<file path="config.mk">
export PLATFORM = sky130hd
export DESIGN_NAME = image_ssd_rank
export DESIGN_NICKNAME = d
export VERILOG_FILES = /design/src/sv/isr_pkg.sv /design/src/sv/image_ssd_rank.sv /design/src/sv/isr_accum.sv /design/src/sv/isr_rank.sv
export VERILOG_INCLUDE_DIRS = /design/src /design/src/sv
export SDC_FILE = /design/constraint.sdc
export NUM_CORES = 2
export LEC_CHECK = 0
export CORE_MARGIN = 10
export CORE_UTILIZATION = 61
export CTS_BUF_LIST = sky130_fd_sc_hd__clkbuf_16
export DETAILED_ROUTE_END_ITERATION = 10
export DONT_BUFFER_PORTS = 1
export PLACE_DENSITY = 0.77
export SKIP_CTS_REPAIR_TIMING = 1
export SYNTH_ARGS = -nofsm -noshare
export SYNTH_HDL_FRONTEND = slang
export SYNTH_SLANG_ARGS = --single-unit
</file>
<file path="constraint.sdc">
create_clock -name clock -period 37.2 [get_ports clock]
set_clock_uncertainty 0.05 [all_clocks]
set_input_delay 7.44 -clock clock [delete_from_list [all_inputs] [get_ports clock]]
set_output_delay 7.44 -clock clock [all_outputs]
set_load 0.03 [all_outputs]
</file>
<file path="src/sv/assert_macros.svh">
// assertion shorthands for the image scoring modules, included by isr_rank
// expects signals named clock and reset in the including scope
`ifndef ASSERT_MACROS_SVH
`define ASSERT_MACROS_SVH

// same-cycle implication
`define ISR_ASSERT(name, ante, cons, msg) \
   name: assert property (@(posedge clock) disable iff (reset) (ante) |-> (cons)) \
      else $error(msg);

// next-cycle implication
`define ISR_ASSERT_NEXT(name, ante, cons, msg) \
   name: assert property (@(posedge clock) disable iff (reset) (ante) |=> (cons)) \
      else $error(msg);

`endif

</file>
<file path="src/sv/isr_pkg.sv">
// shared types and constants for the image sum-of-squared-differences ranker
// no dependencies
package isr_pkg;

   localparam int PIXEL_W   = 8;
   localparam int SQ_W      = 2 * PIXEL_W;
   localparam int DIM_CFG_W = 11;
   localparam int CNT_CFG_W = 7;
   localparam int CSR_IDX_W = 2;
   localparam int CSR_DAT_W = 11;
   localparam int RANK_W    = 6;
   localparam int ERR_W     = 36;

   localparam logic [CSR_IDX_W-1:0] CSR_IMAGE_WIDTH    = 2'd0;
   localparam logic [CSR_IDX_W-1:0] CSR_IMAGE_HEIGHT   = 2'd1;
   localparam logic [CSR_IDX_W-1:0] CSR_SPECIMEN_COUNT = 2'd2;

   localparam logic [DIM_CFG_W-1:0] RST_IMAGE_WIDTH    = 11'd64;
   localparam logic [DIM_CFG_W-1:0] RST_IMAGE_HEIGHT   = 11'd64;
   localparam logic [CNT_CFG_W-1:0] RST_SPECIMEN_COUNT = 7'd16;

   typedef enum logic [1:0] {
      RK_IDLE,
      RK_SCAN,
      RK_EMIT
   } isr_state_type;

   // accumulator to ranker control strobes
   typedef struct packed {
      logic score_we;
      logic round_done;
   } isr_ctl_type;

endpackage

</file>
<file path="src/sv/image_ssd_rank.sv">
// top level of the image sum-of-squared-differences ranker: config registers,
// geometry clamping; depends on isr_pkg, isr_accum, isr_rank
//
//   port group  dir  handshake              payload
//   req_        in   req_valid/req_ready    specimen_pixel, pattern_pixel
//   rsp_        out  rsp_valid/rsp_ready    rank_position, specimen_index,
//                                           total_error, last_of_run
//   csr_        in   csr_valid/csr_ready    index, wdata (always ready)
//
// one pixel request per cycle while streaming a round
// after the last pixel of a round the selection pass runs: for each rank place
// a scan of the stored scores, then an emit that holds until rsp_ready
// req_ready is low during ranking and in the cycle after reset or a csr write
// (pixel total and count are registered from the config values)
module image_ssd_rank
   import isr_pkg::*;
#(
   parameter int MAX_SPECIMENS = 64,
   parameter int MAX_DIMENSION = 1024
) (
   input  logic                 clock,
   input  logic                 reset,
   input  logic                 req_valid,
   output logic                 req_ready,
   input  logic [PIXEL_W-1:0]   req_specimen_pixel,
   input  logic [PIXEL_W-1:0]   req_pattern_pixel,
   output logic                 rsp_valid,
   input  logic                 rsp_ready,
   output logic [RANK_W-1:0]    rsp_rank_position,
   output logic [RANK_W-1:0]    rsp_specimen_index,
   output logic [ERR_W-1:0]     rsp_total_error,
   output logic                 rsp_last_of_run,
   input  logic                 csr_valid,
   output logic                 csr_ready,
   input  logic [CSR_IDX_W-1:0] csr_index,
   input  logic [CSR_DAT_W-1:0] csr_wdata
);

   localparam int DIM_W = $clog2(MAX_DIMENSION + 1);
   localparam int PIX_W = $clog2(MAX_DIMENSION * MAX_DIMENSION + 1);
   localparam int IDX_W = $clog2(MAX_SPECIMENS);
   localparam int CNT_W = $clog2(MAX_SPECIMENS + 1);
   localparam int ACC_W = SQ_W + PIX_W;

   logic [DIM_CFG_W-1:0] image_width_ff, image_width_in;
   logic [DIM_CFG_W-1:0] image_height_ff, image_height_in;
   logic [CNT_CFG_W-1:0] specimen_count_ff, specimen_count_in;
   logic                 cfg_pend_ff;
   logic [PIX_W-1:0]     pixel_total_ff, pixel_total_in;
   logic [CNT_W-1:0]     spec_total_ff, spec_total_in;
   logic [DIM_W-1:0]     width_eff, height_eff;
   logic                 csr_fire;
   logic                 fire;
   logic                 rank_busy;
   isr_ctl_type          ctl;
   logic [IDX_W-1:0]     wr_addr;
   logic [ACC_W-1:0]     wr_data;
   logic [CNT_W-1:0]     round_count;

   assign csr_ready = 1'b1;
   assign csr_fire  = csr_valid & csr_ready;
   assign req_ready = ~cfg_pend_ff & ~rank_busy;
   assign fire      = req_valid & req_ready;

   always_comb begin
      image_width_in    = image_width_ff;
      image_height_in   = image_height_ff;
      specimen_count_in = specimen_count_ff;
      if (csr_fire) begin
         case (csr_index)
            CSR_IMAGE_WIDTH:    image_width_in    = csr_wdata;
            CSR_IMAGE_HEIGHT:   image_height_in   = csr_wdata;
            CSR_SPECIMEN_COUNT: specimen_count_in = csr_wdata[CNT_CFG_W-1:0];
            default: ;
         endcase
      end
   end

   // saturate geometry and count to their usable ranges
   always_comb begin
      if (image_width_ff == '0) width_eff = DIM_W'(1);
      else if (32'(image_width_ff) > 32'(MAX_DIMENSION)) width_eff = DIM_W'(MAX_DIMENSION);
      else width_eff = DIM_W'(image_width_ff);

      if (image_height_ff == '0) height_eff = DIM_W'(1);
      else if (32'(image_height_ff) > 32'(MAX_DIMENSION)) height_eff = DIM_W'(MAX_DIMENSION);
      else height_eff = DIM_W'(image_height_ff);

      if (32'(specimen_count_ff) < 32'(2)) spec_total_in = CNT_W'(2);
      else if (32'(specimen_count_ff) > 32'(MAX_SPECIMENS)) spec_total_in = CNT_W'(MAX_SPECIMENS);
      else spec_total_in = CNT_W'(specimen_count_ff);

      pixel_total_in = PIX_W'(width_eff) * PIX_W'(height_eff);
   end

   always_ff @(posedge clock) begin
      if (reset) begin
         image_width_ff    <= RST_IMAGE_WIDTH;
         image_height_ff   <= RST_IMAGE_HEIGHT;
         specimen_count_ff <= RST_SPECIMEN_COUNT;
         cfg_pend_ff       <= 1'b1;
      end else begin
         image_width_ff    <= image_width_in;
         image_height_ff   <= image_height_in;
         specimen_count_ff <= specimen_count_in;
         cfg_pend_ff       <= csr_fire;
      end
   end

   always_ff @(posedge clock) begin
      pixel_total_ff <= pixel_total_in;
      spec_total_ff  <= spec_total_in;
   end

   isr_accum #(
      .PIX_W (PIX_W),
      .IDX_W (IDX_W),
      .CNT_W (CNT_W),
      .ACC_W (ACC_W)
   ) u_accum (
      .clock          (clock),
      .reset          (reset),
      .fire           (fire),
      .specimen_pixel (req_specimen_pixel),
      .pattern_pixel  (req_pattern_pixel),
      .pixel_total    (pixel_total_ff),
      .specimen_total (spec_total_ff),
      .ctl            (ctl),
      .wr_addr        (wr_addr),
      .wr_data        (wr_data),
      .round_count    (round_count)
   );

   isr_rank #(
      .MAX_SPECIMENS (MAX_SPECIMENS),
      .IDX_W         (IDX_W),
      .CNT_W         (CNT_W),
      .ACC_W         (ACC_W)
   ) u_rank (
      .clock              (clock),
      .reset              (reset),
      .ctl                (ctl),
      .wr_addr            (wr_addr),
      .wr_data            (wr_data),
      .round_count        (round_count),
      .busy               (rank_busy),
      .rsp_valid          (rsp_valid),
      .rsp_ready          (rsp_ready),
      .rsp_rank_position  (rsp_rank_position),
      .rsp_specimen_index (rsp_specimen_index),
      .rsp_total_error    (rsp_total_error),
      .rsp_last_of_run    (rsp_last_of_run)
   );

endmodule

</file>
<file path="src/sv/isr_accum.sv">
// per-pixel squared difference and running sum, specimen and round counting
// depends on isr_pkg
module isr_accum
   import isr_pkg::*;
#(
   parameter int PIX_W = 21,
   parameter int IDX_W = 6,
   parameter int CNT_W = 7,
   parameter int ACC_W = 37
) (
   input  logic               clock,
   input  logic               reset,
   input  logic               fire,
   input  logic [PIXEL_W-1:0] specimen_pixel,
   input  logic [PIXEL_W-1:0] pattern_pixel,
   input  logic [PIX_W-1:0]   pixel_total,
   input  logic [CNT_W-1:0]   specimen_total,
   output isr_ctl_type        ctl,
   output logic [IDX_W-1:0]   wr_addr,
   output logic [ACC_W-1:0]   wr_data,
   output logic [CNT_W-1:0]   round_count
);

   logic [ACC_W-1:0]   acc_ff, acc_in;
   logic [PIX_W-1:0]   pix_ff, pix_in;
   logic [IDX_W-1:0]   spec_ff, spec_in;
   logic [PIXEL_W-1:0] diff;
   logic [SQ_W-1:0]    sq;
   logic [ACC_W-1:0]   sum;
   logic [PIX_W:0]     pix_inc;
   logic [CNT_W-1:0]   spec_inc;

   always_comb begin
      diff     = (specimen_pixel >= pattern_pixel) ? (specimen_pixel - pattern_pixel)
                                                   : (pattern_pixel - specimen_pixel);
      sq       = SQ_W'(diff) * SQ_W'(diff);
      sum      = acc_ff + ACC_W'(sq);
      pix_inc  = {1'b0, pix_ff} + (PIX_W+1)'(1);
      spec_inc = CNT_W'(spec_ff) + CNT_W'(1);
   end

   always_comb begin
      acc_in         = acc_ff;
      pix_in         = pix_ff;
      spec_in        = spec_ff;
      ctl.score_we   = 1'b0;
      ctl.round_done = 1'b0;
      if (fire) begin
         if (pix_inc < {1'b0, pixel_total}) begin
            acc_in = sum;
            pix_in = pix_inc[PIX_W-1:0];
         end else begin
            // specimen complete
            acc_in       = '0;
            pix_in       = '0;
            ctl.score_we = 1'b1;
            if (spec_inc < specimen_total) begin
               spec_in = spec_inc[IDX_W-1:0];
            end else begin
               spec_in        = '0;
               ctl.round_done = 1'b1;
            end
         end
      end
   end

   assign wr_addr     = spec_ff;
   assign wr_data     = sum;
   assign round_count = spec_inc;

   always_ff @(posedge clock) begin
      if (reset) begin
         acc_ff  <= '0;
         pix_ff  <= '0;
         spec_ff <= '0;
      end else begin
         acc_ff  <= acc_in;
         pix_ff  <= pix_in;
         spec_ff <= spec_in;
      end
   end

endmodule

</file>
<file path="src/sv/isr_rank.sv">
// score memory and selection sequencer: two key comparators check the
// stored scores once per rank place; depends on isr_pkg and assert_macros.svh
`include "assert_macros.svh"
module isr_rank
   import isr_pkg::*;
#(
   parameter int MAX_SPECIMENS = 64,
   parameter int IDX_W = 6,
   parameter int CNT_W = 7,
   parameter int ACC_W = 37
) (
   input  logic              clock,
   input  logic              reset,
   input  isr_ctl_type       ctl,
   input  logic [IDX_W-1:0]  wr_addr,
   input  logic [ACC_W-1:0]  wr_data,
   input  logic [CNT_W-1:0]  round_count,
   output logic              busy,
   output logic              rsp_valid,
   input  logic              rsp_ready,
   output logic [RANK_W-1:0] rsp_rank_position,
   output logic [RANK_W-1:0] rsp_specimen_index,
   output logic [ERR_W-1:0]  rsp_total_error,
   output logic              rsp_last_of_run
);

   localparam int KEY_W = ACC_W + IDX_W;

   logic [ACC_W-1:0] score_mem [MAX_SPECIMENS];

   isr_state_type    state_ff, state_in;
   logic [CNT_W-1:0] n_ff, n_in;
   logic [IDX_W-1:0] k_ff, k_in;
   logic [CNT_W-1:0] rd_ptr_ff, rd_ptr_in;
   logic [IDX_W-1:0] cmp_ptr_ff, cmp_ptr_in;
   logic             cmp_vld_ff, cmp_vld_in;
   logic [ACC_W-1:0] rd_data_ff;
   logic [KEY_W-1:0] best_key_ff, best_key_in;
   logic             best_vld_ff, best_vld_in;
   logic [KEY_W-1:0] prev_key_ff, prev_key_in;
   logic             has_prev_ff, has_prev_in;
   logic             rd_en;
   logic [KEY_W-1:0] cand;
   logic             take;
   logic             scan_done;
   logic             last;

   // key is score then index, so equal scores order by index
   always_comb begin
      cand      = {rd_data_ff, cmp_ptr_ff};
      take      = cmp_vld_ff && (!has_prev_ff || cand > prev_key_ff)
                             && (!best_vld_ff || cand < best_key_ff);
      scan_done = (rd_ptr_ff == n_ff) && !cmp_vld_ff;
      last      = (CNT_W'(k_ff) + CNT_W'(1)) == n_ff;
   end

   always_comb begin
      state_in = state_ff;
      case (state_ff)
         RK_IDLE: begin
            if (ctl.round_done) state_in = RK_SCAN;
         end
         RK_SCAN: begin
            if (scan_done) state_in = RK_EMIT;
         end
         RK_EMIT: begin
            if (rsp_ready) state_in = last ? RK_IDLE : RK_SCAN;
         end
         default: state_in = RK_IDLE;
      endcase
   end

   always_comb begin
      n_in        = n_ff;
      k_in        = k_ff;
      rd_ptr_in   = rd_ptr_ff;
      cmp_ptr_in  = cmp_ptr_ff;
      cmp_vld_in  = 1'b0;
      best_key_in = best_key_ff;
      best_vld_in = best_vld_ff;
      prev_key_in = prev_key_ff;
      has_prev_in = has_prev_ff;
      rd_en       = 1'b0;
      case (state_ff)
         RK_IDLE: begin
            if (ctl.round_done) begin
               n_in        = round_count;
               k_in        = '0;
               rd_ptr_in   = '0;
               best_vld_in = 1'b0;
               has_prev_in = 1'b0;
            end
         end
         RK_SCAN: begin
            if (rd_ptr_ff < n_ff) begin
               rd_en      = 1'b1;
               rd_ptr_in  = rd_ptr_ff + CNT_W'(1);
               cmp_vld_in = 1'b1;
               cmp_ptr_in = rd_ptr_ff[IDX_W-1:0];
            end
            if (take) begin
               best_key_in = cand;
               best_vld_in = 1'b1;
            end
         end
         RK_EMIT: begin
            if (rsp_ready) begin
               // next place: smallest key above the one just sent
               prev_key_in = best_key_ff;
               has_prev_in = 1'b1;
               best_vld_in = 1'b0;
               rd_ptr_in   = '0;
               k_in        = k_ff + IDX_W'(1);
            end
         end
         default: ;
      endcase
   end

   always_ff @(posedge clock) begin
      if (ctl.score_we) score_mem[wr_addr] <= wr_data;
   end

   always_ff @(posedge clock) begin
      if (rd_en) rd_data_ff <= score_mem[rd_ptr_ff[IDX_W-1:0]];
   end

   always_ff @(posedge clock) begin
      if (reset) begin
         state_ff    <= RK_IDLE;
         cmp_vld_ff  <= 1'b0;
         best_vld_ff <= 1'b0;
         has_prev_ff <= 1'b0;
         n_ff        <= '0;
         k_ff        <= '0;
         rd_ptr_ff   <= '0;
      end else begin
         state_ff    <= state_in;
         cmp_vld_ff  <= cmp_vld_in;
         best_vld_ff <= best_vld_in;
         has_prev_ff <= has_prev_in;
         n_ff        <= n_in;
         k_ff        <= k_in;
         rd_ptr_ff   <= rd_ptr_in;
      end
   end

   always_ff @(posedge clock) begin
      cmp_ptr_ff  <= cmp_ptr_in;
      best_key_ff <= best_key_in;
      prev_key_ff <= prev_key_in;
   end

   assign busy               = (state_ff != RK_IDLE);
   assign rsp_valid          = (state_ff == RK_EMIT);
   assign rsp_rank_position  = RANK_W'(k_ff);
   assign rsp_specimen_index = RANK_W'(best_key_ff[IDX_W-1:0]);
   assign rsp_total_error    = ERR_W'(best_key_ff[KEY_W-1:IDX_W]);
   assign rsp_last_of_run    = last;

   `ISR_ASSERT(a_write_only_idle, ctl.score_we, state_ff == RK_IDLE,
               "score write while ranking")
   `ISR_ASSERT(a_emit_has_best, state_ff == RK_EMIT, best_vld_ff,
               "emitting with no selected specimen")
   `ISR_ASSERT(a_ptr_in_range, state_ff == RK_SCAN, rd_ptr_ff <= n_ff,
               "read pointer past specimen count")
   `ISR_ASSERT_NEXT(a_next_place, state_ff == RK_EMIT && rsp_ready && !last,
                    state_ff == RK_SCAN && k_ff == $past(k_ff) + IDX_W'(1),
                    "rank place did not advance")

endmodule
</file>
==> impl_results.md <==
- Register area: 77940 µm²
- Footprint of the multi-input gates: 30310 µm²
- Worst path slowest cell: xnor2_1
- Reg2reg start: image_width_ff[10]
- Hold Path Stages: 2
- I/O Pins: 86
- Commonest non-fill, non-tap cells in the layout: edfxtp_1 (2497), mux4_2 (777), inv_1 (377)
- Status: finished, final reports clean
- CP required: 37.77 ns
- Post-Syn Area: 110000 µm²
- CTS tree: done
- Worst Tran Pin Value: 1.324 ns
- F_max: 0.06511 GHz
- Post-route antenna net violation count: 0
- # rows: 155
- Post-synth ARST share: 0%
- Final hold vios: 0
- Cell taking the most area after synthesis: edfxtp_1
- Vias: 59300
- Worst Hold Launch: u_accum.acc_ff[2]
- Final WL: 315.4 mm
- Share of layout cells above drive strength 1: 24.36%
- DP HPWL: 155.2 mm
- Clock Latency Late Sink: 0.96 ns
- Synth area leaders: edfxtp_1 (68%), mux4_2 (16%), ha_1 (2.7%)
- Maxcap violations: 0
- Largest net degree at the start of global routing: 142
- Clock tree buffer depth: 4
- Post-synth cell types: 80
- DRC: 0
- Area added between synthesis and finish: 10.91%
- Maximum VDD drop: 579.6 µV
- H-tree depth: 5
- Setup slack after layout: 21.84 ns
- Pre-CTS WS: 20.93 ns
- Leak: 38.85 nW
- Most frequent CP cell: inv_1
- Yosys reg bits: 2644
- Clock Pin Slew Worst Setup and Hold Paths: 0.06 ns
- Clk sinks: 2644
- CP Class: input pin to flip-flop
- Die H: 444.6 µm
- Core area: 178800 µm²
- Yosys warns: 0
- Post-Syn Instances: 5537
- Total power: 10.11 mW
- Nets: 6066
- Die Area: 197700 µm²
- Initial antenna violation count: 20
- Headroom to the max-slew limit: 11.76%
- TritonCTS Buffers: 277
- Root buffer cell: clkbuf_16
- Design area: 122000 µm²
- CP startpoint kind: input pin
- PD cells: 82.87 nW/µm²
- CP arrival: 15.93 ns
- RSZ-0062 raised after global routing: false
- Drt via density: 7.211
- Fin crit share: 41.29%
- DR pass1 iterations: 9
- Grt total ovfl: 0
- Post-DP Area: 113600 µm²
- Starting Density: 61.50%
- Syn avg cell area: 19.86 µm²
- Syn Nets: 5926
- Critical-path maximum fanout: 64
- Max stage delay on crit path: 0.78 ns
- Worst Setup SP: req_specimen_pixel[0]
- First-pass GRT wire length: 448.8 mm
- # setup viols final: 0
- Register area share after synthesis: 70.86%
- Hold Path Class: flip-flop to flip-flop
- Sum Neg Setup Slack: 0 ns
- Port Buffer Count: 0
- Hold slack final: 0.4104 ns
- Initial drt markers: 9261
- Commonest non-fill, non-tap cell in the layout: edfxtp_1
- # fillers: 10420
- Yosys top cell area share: 68.18%
- Period minus WS final: 15.36 ns
- Slew Viols, Final: 0
- Number of global-route vias before repair: 59550
- EDFF count, synth: 2497
- FF-to-FF path depth: 22
- CP Capture Type: flip-flop
- Top FF cell, synth: edfxtp_1
- Routed WL per cell: 38.36 µm
- Total track usage: 31.99%
- Die X: 444.6 µm
- Placer Congestion: 0.8591
## cells by family (layout without fill, tap and decap cells)
| family | Yosys count | after routing | synth area share, % |
|---|---|---|---|
| flip-flops | 2644 | 2644 | 70.86 |
| multiplexers | 817 | 817 | 16.28 |
| AND/OR/NAND/NOR | 678 | 678 | 2.964 |
| buffers and inverters | 614 | 942 | 2.257 |
| adder cells (fa/ha/maj) | 355 | 355 | 4.845 |
| AO/OA/AOI/OAI | 328 | 328 | 1.934 |
| XOR/XNOR | 100 | 100 | 0.8545 |
| other | 1 | 4 | 0.003410 |
## power by group
| part | switching (mW) | total [mW] | internal, mW |
|---|---|---|---|
| clock | 1.14 | 2.64 | 1.49 |
| combinational | 2.04 | 2.43 | 0.390 |
| sequential | 0.00611 | 5.05 | 5.04 |
## worst paths after layout
check / endpoint / slack, ns
max reg2reg: pixel_total_ff[20] / 30.25
min reg2reg: u_accum.acc_ff[2] / 0.41
min: u_accum.acc_ff[2] / 0.41
max: u_rank.score_mem[4][28] / 21.84
## stage by stage
stage,utilization [%],instances
floorplan,-,5537
global placement,63.53,7752
detailed placement,63.53,7752
CTS,68.20,8219
global route,68.21,8220
finish,68.21,8223
## critical path: cells and delay by family
| family | cells | cell delay (ns) |
|---|---|---|
| adder cells (fa/ha/maj) | 7 | 2.60 |
| XOR/XNOR | 2 | 0.96 |
| AO/OA/AOI/OAI | 8 | 2.78 |
| AND/OR/NAND/NOR | 4 | 0.88 |
| buffers and inverters | 6 | 0.80 |
| multiplexers | 1 | 0.42 |
## synthesized netlist by cell type, types with 16 or more instances
library cell and n:
or3_1 17, clkbuf_1 179, nor3_1 55, buf_1 59, nor4_1 21, nand4_1 27, nand2b_1 19, buf_4 43
and3_1 23, inv_1 322, nor2b_1 32, mux4_2 777, o21ai_0 37, mux2i_1 37, and2_1 17, edfxtp_1 2497
nand3_1 68, dfxtp_1 147, o21a_1 16, nand3b_1 16, nand2_1 141, a21oi_1 127, xor2_1 20, ha_1 237
xnor2_1 76, a21o_1 59, nor2_1 208, fa_1 118
## layer usage
layer / up-vias / track usage (%) / wire, µm
li1: 22430 / - / -
met1: 30660 / 40.73 / 102500
met2: 5053 / 51.08 / 151500
met3: 1139 / 9.094 / 41830
met4: 18 / 15.78 / 19460
met5: - / 0 / 124
## sequential cells by signal, indices dropped and copies added, names as in the netlist, 11 cells and up
name / flops
image_height_ff: 11
image_width_ff: 11
pixel_total_ff: 21
u_accum.acc_ff: 37
u_accum.pix_ff: 21
u_rank.best_key_ff: 43
u_rank.prev_key_ff: 43
u_rank.rd_data_ff: 37
u_rank.score_mem: 2368
## cell type report
type                            instances  share of cell area [%]
Multi-Input combinational cell       2279                   24.85
Inverter                              325                   1.000
Clock buffer                          286                   5.868
Antenna cell                            3                0.006155
Clock inverter                        181                  0.9766
Timing Repair Buffer                  150                  0.9746
Sequential cell                      2644                   63.91
Tap cell                             2355                   2.416
Note: power is estimated with default switching activity, not from simulation.
